$ cat src/hdl/rlcf_pkg.sv
// Shared types, constants, microcode control word and the quarter-wave sine table.
`default_nettype none

package rlcf_pkg;

	// Value and coefficient formats
	localparam int VALUE_W = 32;               // signed Q16.16 values
	localparam int COEF_W  = 32;               // unsigned Q2.30 coefficients
	localparam int OPA_W   = VALUE_W + 1;      // difference of two values
	localparam int PROD_W  = VALUE_W + COEF_W; // magnitude times coefficient
	localparam int ACC_W   = 50;               // largest scaled product plus a difference
	localparam int REG31_W = 31;               // peak voltage and resistance registers

	localparam logic signed [ACC_W-1:0] V_MAX = (ACC_W'(1) <<< (VALUE_W - 1)) - ACC_W'(1);
	localparam logic signed [ACC_W-1:0] V_MIN = -V_MAX - ACC_W'(1);

	// Configuration register indexes
	localparam int CFG_IDX_W = 3;
	typedef enum logic [CFG_IDX_W-1:0] {
		REG_SOURCE_PEAK      = 3'd0,
		REG_PHASE_STEP       = 3'd1,
		REG_INPUT_DECAY      = 3'd2,
		REG_INPUT_GAIN       = 3'd3,
		REG_CAP_GAIN         = 3'd4,
		REG_LOAD_DECAY       = 3'd5,
		REG_LOAD_GAIN        = 3'd6,
		REG_INPUT_RESISTANCE = 3'd7
	} reg_idx_t;

	// Sine table
	localparam int SINE_ENTRIES = 1024;
	localparam int SINE_W       = 17;
	localparam int SINE_ADDR_W  = $clog2(SINE_ENTRIES + 1);
	localparam int PHASE_W      = 32;
	localparam logic [63:0] Q30_ONE     = 64'd1073741824;
	localparam logic [63:0] HALF_PI_Q30 = 64'd1686629713;
	localparam logic [63:0] SINE_FULL   = 64'd131071;
	localparam logic [63:0] TAYLOR_DIV [6] = '{64'd156, 64'd110, 64'd72, 64'd42, 64'd20, 64'd6};

	typedef logic [SINE_W-1:0] sine_rom_t [SINE_ENTRIES + 1];

	// Horner Taylor series to x^13 in Q30, one entry per quarter-wave step,
	// plus the mirrored peak entry at the end.
	function automatic sine_rom_t build_sine_rom();
		sine_rom_t   rom;
		logic [63:0] x;
		logic [63:0] x2;
		logic [63:0] t;
		logic [63:0] s;
		logic [63:0] e;
		for (int k = 0; k < SINE_ENTRIES; k++) begin
			x  = (HALF_PI_Q30 * 64'(k)) / SINE_ENTRIES;
			x2 = (x * x) >> 30;
			t  = Q30_ONE;
			for (int d = 0; d < 6; d++) begin
				t = Q30_ONE - ((x2 * t) >> 30) / TAYLOR_DIV[d];
			end
			s = (x * t) >> 30;
			e = (s * SINE_FULL + (64'd1 << 29)) >> 30;
			if (e > SINE_FULL) begin
				e = SINE_FULL;
			end
			rom[k] = e[SINE_W-1:0];
		end
		rom[SINE_ENTRIES] = SINE_FULL[SINE_W-1:0];
		return rom;
	endfunction

	localparam sine_rom_t SINE_ROM = build_sine_rom();

	// Microcode fields
	typedef enum logic [1:0] {
		COND_NEXT,
		COND_NO_ITEM,
		COND_OUT_FULL,
		COND_ALWAYS
	} cond_t;

	typedef enum logic [2:0] {
		OPA_SINE,
		OPA_IIN,
		OPA_DRIVE,
		OPA_DIN,
		OPA_IC,
		OPA_ILOAD,
		OPA_VNEW
	} opa_t;

	typedef enum logic [2:0] {
		CF_PEAK,
		CF_IN_DECAY,
		CF_IN_GAIN,
		CF_RES,
		CF_CAP_GAIN,
		CF_LD_DECAY,
		CF_LD_GAIN
	} coef_t;

	typedef enum logic [1:0] {
		SH_16,
		SH_17,
		SH_30
	} shift_t;

	typedef enum logic [2:0] {
		SRC_ACC,
		SRC_ZERO,
		SRC_IIN,
		SRC_DRIVE,
		SRC_VCAP,
		SRC_ILOAD,
		SRC_ICDIFF
	} src_t;

	typedef enum logic [2:0] {
		DST_NONE,
		DST_VS,
		DST_INEW,
		DST_IC,
		DST_VLI,
		DST_VNEW,
		DST_ILNEW
	} dst_t;

	localparam int PC_W = 4;

	typedef struct packed {
		logic   en;
		shift_t sh;
		logic   sub;
	} mul_op_t;

	typedef struct packed {
		cond_t           cond;
		logic [PC_W-1:0] target;
		logic            rom_rd;
		logic            ph_adv;
		mul_op_t         mul;
		opa_t            opa;
		coef_t           coef;
		logic            acc_en;
		src_t            src;
		logic            add_term;
		dst_t            dst;
		logic            commit;
	} ctrl_t;

	localparam ctrl_t CTRL_NOP = '{
		cond:     COND_NEXT,
		target:   '0,
		rom_rd:   1'b0,
		ph_adv:   1'b0,
		mul:      '{en: 1'b0, sh: SH_30, sub: 1'b0},
		opa:      OPA_SINE,
		coef:     CF_PEAK,
		acc_en:   1'b0,
		src:      SRC_ACC,
		add_term: 1'b0,
		dst:      DST_NONE,
		commit:   1'b0
	};

endpackage

`default_nettype wire

$ cat src/hdl/rlcf_mul.sv
// Shared multiplier: magnitude times coefficient, then round half away and rescale.
`default_nettype none

module rlcf_mul import rlcf_pkg::*; (
	input  logic                    clk,
	input  mul_op_t                 op,
	input  logic signed [OPA_W-1:0] opa,
	input  logic [COEF_W-1:0]       coef,
	output logic signed [ACC_W-1:0] term
);

	logic [OPA_W-1:0]        abs_v;
	logic [VALUE_W-1:0]      mag;
	logic                    neg;
	logic [PROD_W-1:0]       prod_s1;
	logic                    neg_s1;
	shift_t                  sh_s1;
	logic [PROD_W:0]         rnd;
	logic [PROD_W:0]         shifted;
	logic [ACC_W-1:0]        r;
	logic signed [ACC_W-1:0] term_s2;

	// operand magnitude never exceeds VALUE_W bits
	always_comb begin
		neg   = opa[OPA_W-1];
		abs_v = neg ? -opa : opa;
		mag   = abs_v[VALUE_W-1:0];
	end

	always_ff @(posedge clk) begin
		if (op.en) begin
			prod_s1 <= PROD_W'(mag) * PROD_W'(coef);
			neg_s1  <= neg ^ op.sub;
			sh_s1   <= op.sh;
		end
	end

	always_comb begin
		case (sh_s1)
			SH_16: begin
				rnd     = {1'b0, prod_s1} + ((PROD_W + 1)'(1) << 15);
				shifted = rnd >> 16;
			end
			SH_17: begin
				rnd     = {1'b0, prod_s1} + ((PROD_W + 1)'(1) << 16);
				shifted = rnd >> 17;
			end
			default: begin
				rnd     = {1'b0, prod_s1} + ((PROD_W + 1)'(1) << 29);
				shifted = rnd >> 30;
			end
		endcase
		r = shifted[ACC_W-1:0];
	end

	always_ff @(posedge clk) begin
		term_s2 <= neg_s1 ? -signed'(r) : signed'(r);
	end

	assign term = term_s2;

endmodule

`default_nettype wire

$ cat config.mk
export PLATFORM = sky130hd
export DESIGN_NAME = rlcf_mul
export DESIGN_NICKNAME = d
export VERILOG_FILES = /design/src/hdl/rlcf_pkg.sv /design/src/hdl/rlcf_mul.sv
export SDC_FILE = /design/constraint.sdc
export NUM_CORES = 2
export LEC_CHECK = 0
export ABC_CLOCK_PERIOD_IN_PS = 24100
export BUFFER_PORTS_ARGS = -buffer_cell sky130_fd_sc_hd__buf_2
export CAP_MARGIN = 20
export CORE_MARGIN = 2
export CORE_UTILIZATION = 65
export DETAILED_ROUTE_END_ITERATION = 12
export PLACE_DENSITY = 0.83
export SLEW_MARGIN = 20
export SYNTH_ARGS = -nofsm -noshare
export SYNTH_HDL_FRONTEND = slang
export SYNTH_SLANG_ARGS = --single-unit
$ cat constraint.sdc
create_clock -name clk -period 24.1 [get_ports clk]
set_input_delay 1.205 -clock clk [delete_from_list [all_inputs] [get_ports clk]]
set_output_delay 1.205 -clock clk [all_outputs]
set_load 0.01 [all_outputs]
==> run_results.csv <==
group,metric,value,unit
layout,nets,5686,
clock_tree,cts-buffers-inserted,9,
outcome,status,"finished, final reports clean",
timing,post-route-min-period,11.33,ns
yosys,ys_top_cells_by_area,"fa_1 44%, and2_1 9.0%, inv_1 8.6%",
clock_tree,cts.repair.resized,0,
layout,layout.filler_cells,4851,
clock_tree,cts.reportedPaths.clkPinSlew,0.08,ns
detailed_routing,wirelength_met1,41400,um
timing,timing.fmax,0.0883,GHz
yosys,portion_of_the_post_synthesis_area_used_by_sequential_elements,6.28,%
detailed_routing,drc,0,
worst_setup_path,required_time_reported_for_the_critical_path_endpoint,24.22,ns
layout,footprint_of_the_multi_input_gates,33800,sq um
detailed_routing,vias_per_cell,6.04,
yosys,prevailing_post_synth_register_cell,"edfxtp_1",
timing,worst_clock_skew,0.0143,ns
global_route,grt_use_total,37.2,%
global_route,grt_overflow_total,0,
worst_setup_path,critical_path_arrival,11.45,ns
yosys,synth_commonest_cells,"934 x inv_1, 895 x fa_1, 589 x and2_1, 556 x nand2_1, 265 x ha_1",
detailed_routing,detailedRoute.firstIterationViolations,2945,
detailed_routing,met2_wirelength,53400,um
global_route,maximum_number_of_pins_on_one_net_before_global_route_repair,53,
placed_design,post-dp-hpwl,86800,um
layout,fraction_of_final_layout_cells_sized_beyond_drive_strength_1,5.42,%
layout,fin_util,68.1,%
clock_tree,cts.path.max_buffers,2,
worst_setup_path,crit_path_start_kind,"input pin",
job,drv.max_cap_violation_count,0,
floorplanning,io-pin-count,120,
yosys,post_synth_num_cell_types,81,
yosys,synth_nets,5804,
detailed_routing,route.antenna.remaining_nets,0,
timing,final_critical_path_setup_slack,12.77,ns
floorplanning,floorplan.initialDensity,65.9,%
floorplanning,fp.dieH,255,um
yosys,post_synth_top_area_cell,"fa_1",
worst_setup_path,timing.critical_path.slowest_stage_cell,"or3b_2",
worst_setup_path,timing.critical_path.slowest_cell_delay,0.62,ns
yosys,post_synthesis_cells,4574,
yosys,avgSynthCellArea,8.92,sq um
timing,final_hold_viol_count,0,
yosys,yosys.area.top_type_share,43.9,%
worst_setup_path,criticalPathCategory,"input pin to flip-flop",
timing,finalSetupViolCount,0,
yosys,ys_ff_latch,102,
global_route,grt_antenna_before_repair,3,
floorplanning,core_area,61900,sq um
timing,rsz0062_at_grt,"no",
timing,fin_crit_sh,47.0,%
clock_tree,cts.sink_count,102,
worst_hold_path,min-delay-path-class,"flip-flop to flip-flop",
floorplanning,die_area,64800,sq um
worst_setup_path,cpLargestDelayFamily,"adder cells",
detailed_routing,total_met3_wirelength_after_detailed_routing,14000,um
layout,syn2layout_area_growth,3.27,%
worst_setup_path,timing.critical_path.mode_cell,"fa_1",
timing,tns,0,ns
worst_setup_path,worstPathBufferInverterCount,8,
clock_tree,root_buffer,"clkbuf_16",
global_route,vias_in_the_first_global_route,34680,
clock_tree,postCtsHoldBufs,0,
detailed_routing,drt_wl_total,116000,um
floorplanning,floorplan.die.width,255,um
yosys,post_synth_instance_area,40800,sq um
yosys,number_of_enable_flip_flop_cells_after_synthesis,52,
global_route,grt_pass1_wl,185000,um
detailed_routing,firstDrtPassIters,7,
detailed_routing,detailroute.via_count,31996,
clock_tree,cts.repair_timing.setup_buffer_count,0,
detailed_routing,routed_wire_length_per_instance,21.8,um
detailed_routing,top_signal_layer_used,"met5",
placed_design,post-place-ws,12.40,ns
timing,timing.final.max_slew_violations,0,
clock_tree,htree_levels,3,
worst_setup_path,crit_end_category,"flip-flop",
clock_tree,clk-insertion-delay-late,0.36,ns
floorplanning,placementRows,91,
placed_design,gp_routability_congestion,0.971,
clock_tree,tritoncts_clock_tree,"done",
timing,max-slew-margin-rel,23.5,%
yosys,yosysMostFrequentCell,"inv_1",
yosys,synth.yosys.warnings,0,
yosys,ys_async_sr_fraction,0,%
layout,layout.area.seq,2560,sq um
worst_setup_path,cp_max_fo,32,
placed_design,place.port_buffers,119,
timing,timing_worst_slew_pin_value,1.14,ns
==> per-stage QoR <==
stage | area, sq um | std cells | hold slack [ns]
floorplan | 40800 | 4574 | 0.575
global placement | 41900 | 5282 | 0.841
detailed placement | 41900 | 5282 | 0.861
CTS | 42100 | 5298 | 0.877
global route | 42200 | 5298 | 0.914
finish | 42200 | 5301 | 0.873
==> worst min-delay path, delay by kind of cell (launching register included) <==
kind,cells,cell delay (ns)
flops,1,0.37
compound gates,1,0.07
buf+inv,1,0.27
simple gates,1,0.11
==> state kept, by name (all words and copies together) (netlist names) <==
signal   cells
term        50
prod_s1     49
sh_s1        2
neg_s1       1
==> final cells by class <==
cell class | count | share of cell area, %
multi-input cells | 3248 | 80.3
clock buffers | 9 | 0.534
well taps | 837 | 2.48
inverters | 937 | 8.34
clock inverters | 7 | 0.154
diodes | 3 | 0.0178
flip-flops and latches | 102 | 6.08
repair buffers | 158 | 2.11
==> layer usage <==
metal	vias up	GRT usage, %
li1	13593	-
met1	15874	46.8
met2	2008	59.4
met3	515	10.6
met4	6	18.6
met5	-	0
==> path summary, 6_finish.rpt <==
check	from	to	slack (ns)	depth (start not counted)
setup / recovery	opa[4]	prod_s1[62]	12.77	35
hold / removal	neg_s1	term[1]	0.87	3
setup reg to reg	sh_s1[1]	term[37]	19.29	9
hold reg to reg	neg_s1	term[1]	0.87	3
==> cells by family (layout without fill, tap and decap cells) <==
group	Yosys count	in the layout	share of synthesized area [%]
xor+xnor	219	219	4.70
simple gates	1501	1501	19.3
buf+inv	1224	1111	11.4
compound gates	356	356	5.98
other cells	0	3	0
mux	12	12	0.300
fa+ha+maj	1160	1160	52.0
flops	102	102	6.28
==> cells in the final DEF, fill, tap and decap left out, drive strengths merged, types with 15 or more instances in the layout <==
master / netlist / final
o31ai: 28 / 28
dfxtp: 50 / 50
and3: 15 / 15
edfxtp: 52 / 52
nor2: 75 / 75
a21o: 48 / 48
or3: 15 / 15
buf: 31 / 158
nand2: 557 / 557
o21ai: 76 / 76
fa: 895 / 895
xnor2: 158 / 158
nand3: 58 / 58
a21oi: 69 / 69
inv: 935 / 939
nor3: 50 / 50
nand4: 46 / 46
nor4: 35 / 35
xor2: 61 / 61
and2: 589 / 589
ha: 265 / 265
Power is not shown: default switching activity piles up to over one toggle a cycle in this logic, so the estimate is an artifact.
