==> src/hdl/rlcf_pkg.sv <==
// Shared types, constants, microcode control word and the quarter-wave sine table.
`default_nettype none

package rlcf_pkg;

	// Value and coefficient formats
	localparam int VALUE_W = 32;               // signed Q16.16 values
	localparam int COEF_W  = 32;               // unsigned Q2.30 coefficients
	localparam int OPA_W   = VALUE_W + 1;      // difference of two values
	localparam int PROD_W  = VALUE_W + COEF_W; // magnitude times coefficient
	localparam int ACC_W   = 50;               // largest scaled product plus a difference
	localparam int REG31_W = 31;               // peak voltage and resistance registers

	localparam logic signed [ACC_W-1:0] V_MAX = (ACC_W'(1) <<< (VALUE_W - 1)) - ACC_W'(1);
	localparam logic signed [ACC_W-1:0] V_MIN = -V_MAX - ACC_W'(1);

	// Configuration register indexes
	localparam int CFG_IDX_W = 3;
	typedef enum logic [CFG_IDX_W-1:0] {
		REG_SOURCE_PEAK      = 3'd0,
		REG_PHASE_STEP       = 3'd1,
		REG_INPUT_DECAY      = 3'd2,
		REG_INPUT_GAIN       = 3'd3,
		REG_CAP_GAIN         = 3'd4,
		REG_LOAD_DECAY       = 3'd5,
		REG_LOAD_GAIN        = 3'd6,
		REG_INPUT_RESISTANCE = 3'd7
	} reg_idx_t;

	// Sine table
	localparam int SINE_ENTRIES = 1024;
	localparam int SINE_W       = 17;
	localparam int SINE_ADDR_W  = $clog2(SINE_ENTRIES + 1);
	localparam int PHASE_W      = 32;
	localparam logic [63:0] Q30_ONE     = 64'd1073741824;
	localparam logic [63:0] HALF_PI_Q30 = 64'd1686629713;
	localparam logic [63:0] SINE_FULL   = 64'd131071;
	localparam logic [63:0] TAYLOR_DIV [6] = '{64'd156, 64'd110, 64'd72, 64'd42, 64'd20, 64'd6};

	typedef logic [SINE_W-1:0] sine_rom_t [SINE_ENTRIES + 1];

	// Horner Taylor series to x^13 in Q30, one entry per quarter-wave step,
	// plus the mirrored peak entry at the end.
	function automatic sine_rom_t build_sine_rom();
		sine_rom_t   rom;
		logic [63:0] x;
		logic [63:0] x2;
		logic [63:0] t;
		logic [63:0] s;
		logic [63:0] e;
		for (int k = 0; k < SINE_ENTRIES; k++) begin
			x  = (HALF_PI_Q30 * 64'(k)) / SINE_ENTRIES;
			x2 = (x * x) >> 30;
			t  = Q30_ONE;
			for (int d = 0; d < 6; d++) begin
				t = Q30_ONE - ((x2 * t) >> 30) / TAYLOR_DIV[d];
			end
			s = (x * t) >> 30;
			e = (s * SINE_FULL + (64'd1 << 29)) >> 30;
			if (e > SINE_FULL) begin
				e = SINE_FULL;
			end
			rom[k] = e[SINE_W-1:0];
		end
		rom[SINE_ENTRIES] = SINE_FULL[SINE_W-1:0];
		return rom;
	endfunction

	localparam sine_rom_t SINE_ROM = build_sine_rom();

	// Microcode fields
	typedef enum logic [1:0] {
		COND_NEXT,
		COND_NO_ITEM,
		COND_OUT_FULL,
		COND_ALWAYS
	} cond_t;

	typedef enum logic [2:0] {
		OPA_SINE,
		OPA_IIN,
		OPA_DRIVE,
		OPA_DIN,
		OPA_IC,
		OPA_ILOAD,
		OPA_VNEW
	} opa_t;

	typedef enum logic [2:0] {
		CF_PEAK,
		CF_IN_DECAY,
		CF_IN_GAIN,
		CF_RES,
		CF_CAP_GAIN,
		CF_LD_DECAY,
		CF_LD_GAIN
	} coef_t;

	typedef enum logic [1:0] {
		SH_16,
		SH_17,
		SH_30
	} shift_t;

	typedef enum logic [2:0] {
		SRC_ACC,
		SRC_ZERO,
		SRC_IIN,
		SRC_DRIVE,
		SRC_VCAP,
		SRC_ILOAD,
		SRC_ICDIFF
	} src_t;

	typedef enum logic [2:0] {
		DST_NONE,
		DST_VS,
		DST_INEW,
		DST_IC,
		DST_VLI,
		DST_VNEW,
		DST_ILNEW
	} dst_t;

	localparam int PC_W = 4;

	typedef struct packed {
		logic   en;
		shift_t sh;
		logic   sub;
	} mul_op_t;

	typedef struct packed {
		cond_t           cond;
		logic [PC_W-1:0] target;
		logic            rom_rd;
		logic            ph_adv;
		mul_op_t         mul;
		opa_t            opa;
		coef_t           coef;
		logic            acc_en;
		src_t            src;
		logic            add_term;
		dst_t            dst;
		logic            commit;
	} ctrl_t;

	localparam ctrl_t CTRL_NOP = '{
		cond:     COND_NEXT,
		target:   '0,
		rom_rd:   1'b0,
		ph_adv:   1'b0,
		mul:      '{en: 1'b0, sh: SH_30, sub: 1'b0},
		opa:      OPA_SINE,
		coef:     CF_PEAK,
		acc_en:   1'b0,
		src:      SRC_ACC,
		add_term: 1'b0,
		dst:      DST_NONE,
		commit:   1'b0
	};

endpackage

`default_nettype wire

==> src/hdl/rlcf_seq.sv <==
// Microcode sequencer: step counter, control store and conditional jumps.
`default_nettype none

module rlcf_seq import rlcf_pkg::*; (
	input  logic  clk,
	input  logic  arst_n,
	input  logic  in_valid,
	input  logic  out_full,
	output ctrl_t ctrl,
	output logic  idle
);

	localparam logic [PC_W-1:0] PC_IDLE = PC_W'(0);
	localparam logic [PC_W-1:0] PC_WAIT = PC_W'(13);

	logic [PC_W-1:0] pc_q;
	logic            take;

	// One control word per step; idle waits at step zero, step thirteen
	// holds while the output word is still pending.
	function automatic ctrl_t prog_word(input logic [PC_W-1:0] pc);
		ctrl_t w;
		w = CTRL_NOP;
		case (pc)
			4'd0: begin
				w.cond   = COND_NO_ITEM;
				w.target = PC_IDLE;
			end
			4'd1: begin
				w.rom_rd = 1'b1;
				w.ph_adv = 1'b1;
			end
			4'd2: begin
				w.mul  = '{en: 1'b1, sh: SH_17, sub: 1'b0};
				w.opa  = OPA_SINE;
				w.coef = CF_PEAK;
			end
			4'd3: begin
				w.mul  = '{en: 1'b1, sh: SH_30, sub: 1'b1};
				w.opa  = OPA_IIN;
				w.coef = CF_IN_DECAY;
			end
			4'd4: begin
				w.acc_en   = 1'b1;
				w.src      = SRC_ZERO;
				w.add_term = 1'b1;
				w.dst      = DST_VS;
			end
			4'd5: begin
				w.acc_en   = 1'b1;
				w.src      = SRC_IIN;
				w.add_term = 1'b1;
				w.mul      = '{en: 1'b1, sh: SH_30, sub: 1'b0};
				w.opa      = OPA_DRIVE;
				w.coef     = CF_IN_GAIN;
			end
			4'd6: begin
			end
			4'd7: begin
				w.acc_en   = 1'b1;
				w.src      = SRC_ACC;
				w.add_term = 1'b1;
				w.dst      = DST_INEW;
			end
			4'd8: begin
				w.mul    = '{en: 1'b1, sh: SH_16, sub: 1'b0};
				w.opa    = OPA_DIN;
				w.coef   = CF_RES;
				w.acc_en = 1'b1;
				w.src    = SRC_ICDIFF;
				w.dst    = DST_IC;
			end
			4'd9: begin
				w.mul  = '{en: 1'b1, sh: SH_30, sub: 1'b0};
				w.opa  = OPA_IC;
				w.coef = CF_CAP_GAIN;
			end
			4'd10: begin
				w.acc_en   = 1'b1;
				w.src      = SRC_DRIVE;
				w.add_term = 1'b1;
				w.dst      = DST_VLI;
				w.mul      = '{en: 1'b1, sh: SH_30, sub: 1'b1};
				w.opa      = OPA_ILOAD;
				w.coef     = CF_LD_DECAY;
			end
			4'd11: begin
				w.acc_en   = 1'b1;
				w.src      = SRC_VCAP;
				w.add_term = 1'b1;
				w.dst      = DST_VNEW;
			end
			4'd12: begin
				w.mul      = '{en: 1'b1, sh: SH_30, sub: 1'b0};
				w.opa      = OPA_VNEW;
				w.coef     = CF_LD_GAIN;
				w.acc_en   = 1'b1;
				w.src      = SRC_ILOAD;
				w.add_term = 1'b1;
			end
			4'd13: begin
				w.cond   = COND_OUT_FULL;
				w.target = PC_WAIT;
			end
			4'd14: begin
				w.acc_en   = 1'b1;
				w.src      = SRC_ACC;
				w.add_term = 1'b1;
				w.dst      = DST_ILNEW;
				w.commit   = 1'b1;
				w.cond     = COND_ALWAYS;
				w.target   = PC_IDLE;
			end
			default: begin
				w.cond   = COND_ALWAYS;
				w.target = PC_IDLE;
			end
		endcase
		return w;
	endfunction

	assign ctrl = prog_word(pc_q);
	assign idle = (pc_q == PC_IDLE);

	always_comb begin
		case (ctrl.cond)
			COND_NO_ITEM:  take = !in_valid;
			COND_OUT_FULL: take = out_full;
			COND_ALWAYS:   take = 1'b1;
			default:       take = 1'b0;
		endcase
	end

	always_ff @(posedge clk or negedge arst_n) begin
		if (!arst_n) begin
			pc_q <= PC_IDLE;
		end else if (take) begin
			pc_q <= ctrl.target;
		end else begin
			pc_q <= pc_q + PC_W'(1);
		end
	end

endmodule

`default_nettype wire

==> config.mk <==
export PLATFORM = sky130hd
export DESIGN_NAME = rlcf_seq
export DESIGN_NICKNAME = d
export VERILOG_FILES = /design/src/hdl/rlcf_pkg.sv /design/src/hdl/rlcf_seq.sv
export SDC_FILE = /design/constraint.sdc
export NUM_CORES = 1
export LEC_CHECK = 0
export BUFFER_PORTS_ARGS = -buffer_cell sky130_fd_sc_hd__clkbuf_2
export CELL_PAD_IN_SITES_DETAIL_PLACEMENT = 1
export CELL_PAD_IN_SITES_GLOBAL_PLACEMENT = 1
export CORE_ASPECT_RATIO = 1.4
export CORE_MARGIN = 2
export CORE_UTILIZATION = 27
export DETAILED_ROUTE_END_ITERATION = 10
export PLACE_DENSITY_LB_ADDON = 0.25
export SLEW_MARGIN = 10
export SYNTH_ARGS = -nofsm -noshare
export SYNTH_HDL_FRONTEND = slang
export SYNTH_SLANG_ARGS = --single-unit
==> constraint.sdc <==
create_clock -name clk -period 1.5 [get_ports clk]
set_input_delay 0.15 -clock clk [delete_from_list [all_inputs] [get_ports clk]]
set_output_delay 0.15 -clock clk [all_outputs]
set_load 0.03 [all_outputs]
==> results of run 1 <==
## timing repair
action | 4_1_cts | 5_1_grt
pin swaps | 16 | 11
setup buffers | 5 | 7
endpoints found under the setup margin | 31 | 31
endpoints found under the hold margin | 4 | 0
resized for setup | 65 | 59
hold buffers | 1 | 0
## cells by family after synthesis
kind of cell,share of synthesized area (%)
and+or+nand+nor,27.2
AOI/OAI and AO/OA,24.3
buffers and inverters,20.2
adders and majority gates,7.60
DFF,15.2
xor gates and xnor gates,2.66
other,0.570
muxes,2.28
## critical path: cells and delay by family (launching register included)
| family | cells | cell delay [ns] |
|---|---|---|
| buffers and inverters | 2 | 0.28 |
| AO/OA/AOI/OAI | 1 | 0.05 |
| AND/OR/NAND/NOR | 2 | 0.53 |
| flip-flops | 1 | 0.43 |
| adder cells (fa/ha/maj) | 1 | 0.19 |
## cell type report
cell class / instances / area, um2 / area share (%)
inverter: 5 / 18.8 / 1.22
multi-input combinational: 66 / 657 / 42.7
tap: 23 / 28.8 / 1.87
clock buffer: 3 / 22.5 / 1.46
sequential: 4 / 104 / 6.75
timing repair buffer: 67 / 708 / 46.0
## cell usage in the layout (no fill, tap or decap), drive strengths merged, types with 2 or more instances in the layout
| master | n |
|---|---|
| inv | 5 |
| ha | 4 |
| o21a | 2 |
| buf | 50 |
| dfrtp | 4 |
| a21o | 3 |
| o21ai | 8 |
| clkbuf | 19 |
| nor3 | 4 |
| and2 | 2 |
| nor2 | 8 |
| a21oi | 3 |
| nand2 | 12 |
| and2b | 2 |
## worst paths after layout
kind | startpoint | to | slack [ns] | cells past startpoint
worst max-delay path | pc_q[1]$_DFF_PN0_ | ctrl[17] | -0.37 | 6
worst min-delay path | arst_n | pc_q[3]$_DFF_PN0_ | 0.25 | 2
worst max register to register | pc_q[0]$_DFF_PN0_ | pc_q[2]$_DFF_PN0_ | -0.22 | 8
worst min register to register | pc_q[0]$_DFF_PN0_ | pc_q[0]$_DFF_PN0_ | 0.67 | 2
max in group asynchronous | arst_n | pc_q[1]$_DFF_PN0_ | 1.11 | 2
min in group clk | out_full | pc_q[3]$_DFF_PN0_ | 0.30 | 3
## power by group through the flow
stage	logic (uW)	registers [uW]	clock network [uW]
after floorplan	1270	171	0
after global placement	1800	181	0
after detailed placement	1840	184	0
after CTS	2410	195	140
after global routing	3020	207	142
final	2850	202	130
## layer usage
| layer | vias to the layer above | wire (um) | GRT usage (%) |
|---|---|---|---|
| li1 | 409 | - | - |
| met2 | 20 | 1830 | 37.0 |
| met3 | 4 | 48 | 1.73 |
| met1 | 424 | 944 | 18.8 |
| met4 | 0 | 55 | 7.86 |
| met5 | - | 0 | 0 |
## Yosys cell counts
cell	number	share of area (%)
sky130_fd_sc_hd__mux2_4	1	2.3
sky130_fd_sc_hd__nor3_2	1	1.5
sky130_fd_sc_hd__or2_1	1	0.95
sky130_fd_sc_hd__inv_2	1	0.57
sky130_fd_sc_hd__a21oi_1	3	2.3
sky130_fd_sc_hd__ha_1	4	7.6
sky130_fd_sc_hd__conb_1	1	0.57
sky130_fd_sc_hd__and2b_1	2	2.3
sky130_fd_sc_hd__a22o_1	1	1.3
sky130_fd_sc_hd__dfrtp_1	4	15
sky130_fd_sc_hd__nand4_1	1	0.95
sky130_fd_sc_hd__xor2_1	1	1.3
sky130_fd_sc_hd__nand2_1	11	6.3
sky130_fd_sc_hd__nand2_2	1	0.95
sky130_fd_sc_hd__o221a_1	1	1.7
sky130_fd_sc_hd__o32a_1	1	1.5
sky130_fd_sc_hd__and2_1	2	1.9
sky130_fd_sc_hd__buf_4	8	9.1
sky130_fd_sc_hd__o21ai_1	7	5.3
sky130_fd_sc_hd__nand3_1	1	0.76
sky130_fd_sc_hd__buf_2	4	3.0
sky130_fd_sc_hd__and3_1	1	0.95
sky130_fd_sc_hd__o21a_1	2	2.3
sky130_fd_sc_hd__nor2b_1	1	0.95
sky130_fd_sc_hd__o21ai_0	1	0.76
sky130_fd_sc_hd__buf_6	3	5.1
sky130_fd_sc_hd__xnor2_1	1	1.3
sky130_fd_sc_hd__and4bb_1	1	1.9
sky130_fd_sc_hd__a21o_1	3	3.4
sky130_fd_sc_hd__o22ai_1	1	0.95
sky130_fd_sc_hd__nand2b_1	1	0.95
sky130_fd_sc_hd__inv_1	4	2.3
sky130_fd_sc_hd__nor3_1	3	2.3
sky130_fd_sc_hd__a31oi_1	1	0.95
sky130_fd_sc_hd__a32o_1	1	1.5
sky130_fd_sc_hd__nor2_1	8	4.6
sky130_fd_sc_hd__o2bb2ai_2	1	2.3
## through the flow
step	utilization, %	hold slack [ns]
6_report	65.1	0.252
5_1_grt	65.1	0.274
4_1_cts	56.7	0.237
3_5_place_dp	42.1	-0.0435
3_3_place_gp	42.1	-0.0437
2_1_floorplan	-	-0.146
==> metrics.sh, run 1 <==
MAX_FREQ_MHz=535
CELLPOWERDENSITY_nW_PER_UM2=2070
SYNTH.NET_COUNT=98
CLK-INSERTION-DELAY-LATE_NS=0.23
CP-END-KIND='output pin'
SETUP_REPAIR_AFTER_GLOBAL_ROUTING_MISSED_ITS_MARGIN='true'
CTS_MADE_BUFFERS=3
FINALINSTANCEAREA_UM2=1540
POWER_FRAC_SEQ_PCT=6.4
SUMMED_NEGATIVE_SETUP_SLACK_OVER_ALL_ENDPOINTS_NS=-5.43
ANTENNA_LEFT=0
POWER.SHARE.COMBINATIONAL_PCT=89.5
PLACEMENTROWS=21
ANTENNA_CELLS=0
HOLD_VIOL=0
TOTALPOWERFINAL_uW=3180
SYNTH-SEQ-CELLS=4
TOTAL_LEAKAGE_POWER_uW=0.000706
NUMBER_OF_FLIP_FLOPS_UNDER_THE_LARGEST_REGISTER_NAME=4
WORST_PATH_LARGEST_CELL_DELAY_NS=0.43
BOUNDARY_PIN_COUNT=32
POSTPLACECELLAREA_UM2=995
ROOT_BUFFER='sky130_fd_sc_hd__clkbuf_4'
WORST_IR_DROP_ON_VDD_uV=1460
TRITONCTS='built'
FILLER_CELL_COUNT=253
CTS-ROOT-TO-SINK-BUFFERS=2
MIN-DELAY-PATH-CLASS='in -> async'
FAILED_CHECKS='setup timing'
H-TREE-DEPTH=1
DETAILROUTE.VIA_COUNT=857
DIEAREA_UM2=2850
FIN_NETS=155
ANTENNA_VIOLATIONS_BEFORE_REPAIR=0
PWR-SHARE-CLK_PCT=4.1
SYNTHESIS.INSTANCES=90
LAYOUT-AREA-OVERHEAD-VS-SYNTH_PCT=134
PLACE_WORST_SETUP_SLACK_NS=-0.145
DRT_PASS1_ITERATIONS=4
MAPPEDNETLISTAREA_UM2=658
FIRST_PASS_GRT_WIRE_LENGTH_MM=3.94
DRC=0
DRT_ITER0_DRC=12
DP_HPWL_MM=1.72
SETUP-VIOLATIONS-FINAL=31
WORST_PATH_MAX_DELAY_CELL='sky130_fd_sc_hd__dfrtp_2'
FINAL.MIN_CLOCK_PERIOD_NS=1.87
GR-USAGE-ALL-LAYERS_PCT=19.1
CP_DATA_ARRIVAL_TIME_NS=1.72
CORE_AREA_UM2=2360
CTS.REPORTEDPATHS.CLKPINSLEW_NS=0.04
ROUTED_VIA_DENSITY=5.10
SYN_AREA_PER_CELL_UM2=7.31
PATH_CELLS='buf_6 > ha_4 > and4bb_1 > a21oi_1 > or2_1 > buf_8'
IO_BUFFER_COUNT=30
FINAL_MAX_SLEW_VIOL_COUNT=0
SW_FRAC_OF_TOTAL_PCT=47.6
TOTAL_SWITCHING_POWER_uW=1510
REQUIRED_NS=1.35
SYNTH_CELL_TYPES=37
TOTAL_ROUTED_WIRELENGTH_MM=2.88
YS_WARN_COUNT=0
POST_SYNTHESIS_SEQUENTIAL_AREA_RATIO_PCT=15.2
FINAL_CRITICAL_PATH_SETUP_SLACK_NS=-0.369
DIE_WD_UM=45.7
POWER_REPORT.INTERNAL_TOTAL_uW=1670
SKEW_NS=0.000859
INITIAL_CORE_UTIL_PCT=27.8
FLOORPLAN.DIE.HEIGHT_UM=62.4
LAYOUTNONFILLERINSTCOUNT=168
DRV.MAX_CAP_VIOLATION_COUNT=0
TRITONCTS_NUM_SINKS=4
FINAL_CRITICAL_PATH_SHARE_OF_THE_CLOCK_PERIOD_PCT=125
GRT_START_MAX_NET_PINS=11
LARGESTREGISTERS='pc_q (4)'
PATH_MAX_FANOUT=8
GRT_REMAINING_OVERFLOW=0
STATUS='complete, but fails checks'
WL_PER_CELL_UM=17.1
CRITPATHKIND='reg -> out'
LARGEST-REGISTER='pc_q'
DRIVE_ABOVE_1_SHARE_PCT=77.2
WORSTSETUPSTARTPOINTTYPE='register'
GRT_PASS1_VIAS=834
FINALWEIGHTEDCONGESTION=0.696
PLACED_CELLS_INCL_TAPS=152
Power figures use the tool's default switching activity.
==> run 2: changes to the inputs <==
Settings changed: RECOVER_POWER set to 25.
==> metrics.sh, run 2 (same netlist as run 1, synthesis figures left out) <==
LAYOUT-AREA-OVERHEAD-VS-SYNTH_PCT=134
FAILED_CHECKS='setup timing'
GRT_PASS1_VIAS=834
H-TREE-DEPTH=1
DRT_PASS1_ITERATIONS=4
WORSTSETUPSTARTPOINTTYPE='register'
HOLD_VIOL=0
FIRST_PASS_GRT_WIRE_LENGTH_MM=3.94
CLK-INSERTION-DELAY-LATE_NS=0.23
FINAL_CRITICAL_PATH_SETUP_SLACK_NS=-0.368
CP_DATA_ARRIVAL_TIME_NS=1.72
SKEW_NS=0.000859
CTS-ROOT-TO-SINK-BUFFERS=2
REQUIRED_NS=1.35
FINALINSTANCEAREA_UM2=1540
FLOORPLAN.DIE.HEIGHT_UM=62.4
DRV.MAX_CAP_VIOLATION_COUNT=0
TOTAL_ROUTED_WIRELENGTH_MM=2.88
CRITICAL_PATH_BUF_INV_COUNT=2
LARGESTREGISTERS='pc_q (4)'
TIMING.HOLD.WS_NS=0.272
PATH_MAX_FANOUT=8
DRIVE_ABOVE_1_SHARE_PCT=76.6
ANTENNA_VIOLATIONS_BEFORE_REPAIR=0
ROOT_BUFFER='sky130_fd_sc_hd__clkbuf_4'
DRT_ITER0_DRC=13
SETUP-VIOLATIONS-FINAL=31
DIEAREA_UM2=2850
WL_PER_CELL_UM=17.1
SETUP.WORST_PATH.START='pc_q[1]$_DFF_PN0_'
TRITONCTS='built'
CORE_AREA_UM2=2360
FINAL_CRITICAL_PATH_SHARE_OF_THE_CLOCK_PERIOD_PCT=125
FINAL.MIN_CLOCK_PERIOD_NS=1.87
LARGEST-REGISTER='pc_q'
SETUP_REPAIR_AFTER_GLOBAL_ROUTING_MISSED_ITS_MARGIN='true'
ROUTED_VIA_DENSITY=5.10
FINAL_COMMON_CELL='sky130_fd_sc_hd__buf_4'
DETAILROUTE.VIA_COUNT=857
PLACEMENTROWS=21
CTS.REPORTEDPATHS.CLKPINSLEW_NS=0.04
POSTPLACECELLAREA_UM2=995
STATUS='complete, but fails checks'
MAX_FREQ_MHz=535
PATH_CELLS='buf_6 > ha_4 > and4bb_1 > a21oi_1 > or2_1 > buf_8'
PATH_DELAY_FAMILY='simple AND/OR/NAND/NOR gates'
CP-END-KIND='output pin'
LAYOUT_COMMON_CELLS='sky130_fd_sc_hd__buf_4, sky130_fd_sc_hd__buf_6, sky130_fd_sc_hd__clkbuf_8'
ANTENNA_CELLS=0
DIE_WD_UM=45.7
GR-USAGE-ALL-LAYERS_PCT=19.1
FINAL_MAX_SLEW_VIOL_COUNT=0
FIN_NETS=155
CELLPOWERDENSITY_nW_PER_UM2=2070
WORST_PATH_MAX_DELAY_CELL='sky130_fd_sc_hd__dfrtp_2'
FINALWEIGHTEDCONGESTION=0.696
ANTENNA_LEFT=0
IO_BUFFER_COUNT=30
NUMBER_OF_FLIP_FLOPS_UNDER_THE_LARGEST_REGISTER_NAME=4
BOUNDARY_PIN_COUNT=32
CTS_MADE_BUFFERS=3
TOTAL_LEAKAGE_POWER_uW=0.000703
WORST_IR_DROP_ON_VDD_uV=1460
MIN-DELAY-PATH-CLASS='in -> async'
TRITONCTS_NUM_SINKS=4
INITIAL_CORE_UTIL_PCT=27.8
REGTOREGSTARTPOINT='pc_q[0]$_DFF_PN0_'
SUMMED_NEGATIVE_SETUP_SLACK_OVER_ALL_ENDPOINTS_NS=-5.41
GRT_REMAINING_OVERFLOW=0
DRC=0
CRITPATHKIND='reg -> out'
WORST_PATH_LARGEST_CELL_DELAY_NS=0.43
DP_HPWL_MM=1.72
GRT_START_MAX_NET_PINS=11
PLACE_WORST_SETUP_SLACK_NS=-0.145
FINAL_CORE_UTIL_PCT=65.0
## run 2: cell counts in the layout (fill, tap and decap cells not counted)
No cell type changed its count.
## run 2: per-stage QoR
step / power, uW / instances
finish: 3180 / 168
detailed placement: 2020 / 152
global placement: 1980 / 152
global route: 3370 / 168
floorplan: 1440 / 90
CTS: 2750 / 161
## run 2: layer usage
layer  routed length, um  track usage [%]  share of wire [%]
met1                 942             18.8                 33
met2                1830             37.0                 64
met3                  48             1.73                1.7
met4                  55             7.86                1.9
met5                   0                0                  0
## run 2: cell type report
class,instances,area (um2)
clock buffers,3,22.5
fillers,254,827
inverters,5,18.8
multi-input cells,66,657
flip-flops and latches,4,104
well taps,23,28.8
repair buffers,67,707
## run 2: what timing repair did
| action | in CTS | in global routing |
|---|---|---|
| pin swaps | 16 | 11 |
| endpoints found under the setup margin | 31 | 31 |
| hold buffers | 1 | 0 |
| endpoints found under the hold margin | 4 | 0 |
| gates resized for setup | 65 | 59 |
| setup buffers | 5 | 7 |
## run 2: worst paths after layout
kind / to / slack (ns) / cells after the start
hold reg to reg: pc_q[0]$_DFF_PN0_ / 0.67 / 2
min in group clk: pc_q[3]$_DFF_PN0_ / 0.30 / 3
max in group asynchronous: pc_q[1]$_DFF_PN0_ / 1.03 / 2
setup / recovery: ctrl[17] / -0.37 / 6
hold / removal: pc_q[3]$_DFF_PN0_ / 0.27 / 2
setup reg to reg: pc_q[2]$_DFF_PN0_ / -0.22 / 8
## run 2: report_power, final
| part | switching, uW | leakage [uW] | internal [uW] |
|---|---|---|---|
| registers | 57.1 | 0.0000483 | 145 |
| clock network | 40.7 | 0.0000138 | 89.3 |
| logic | 1420 | 0.000641 | 1430 |
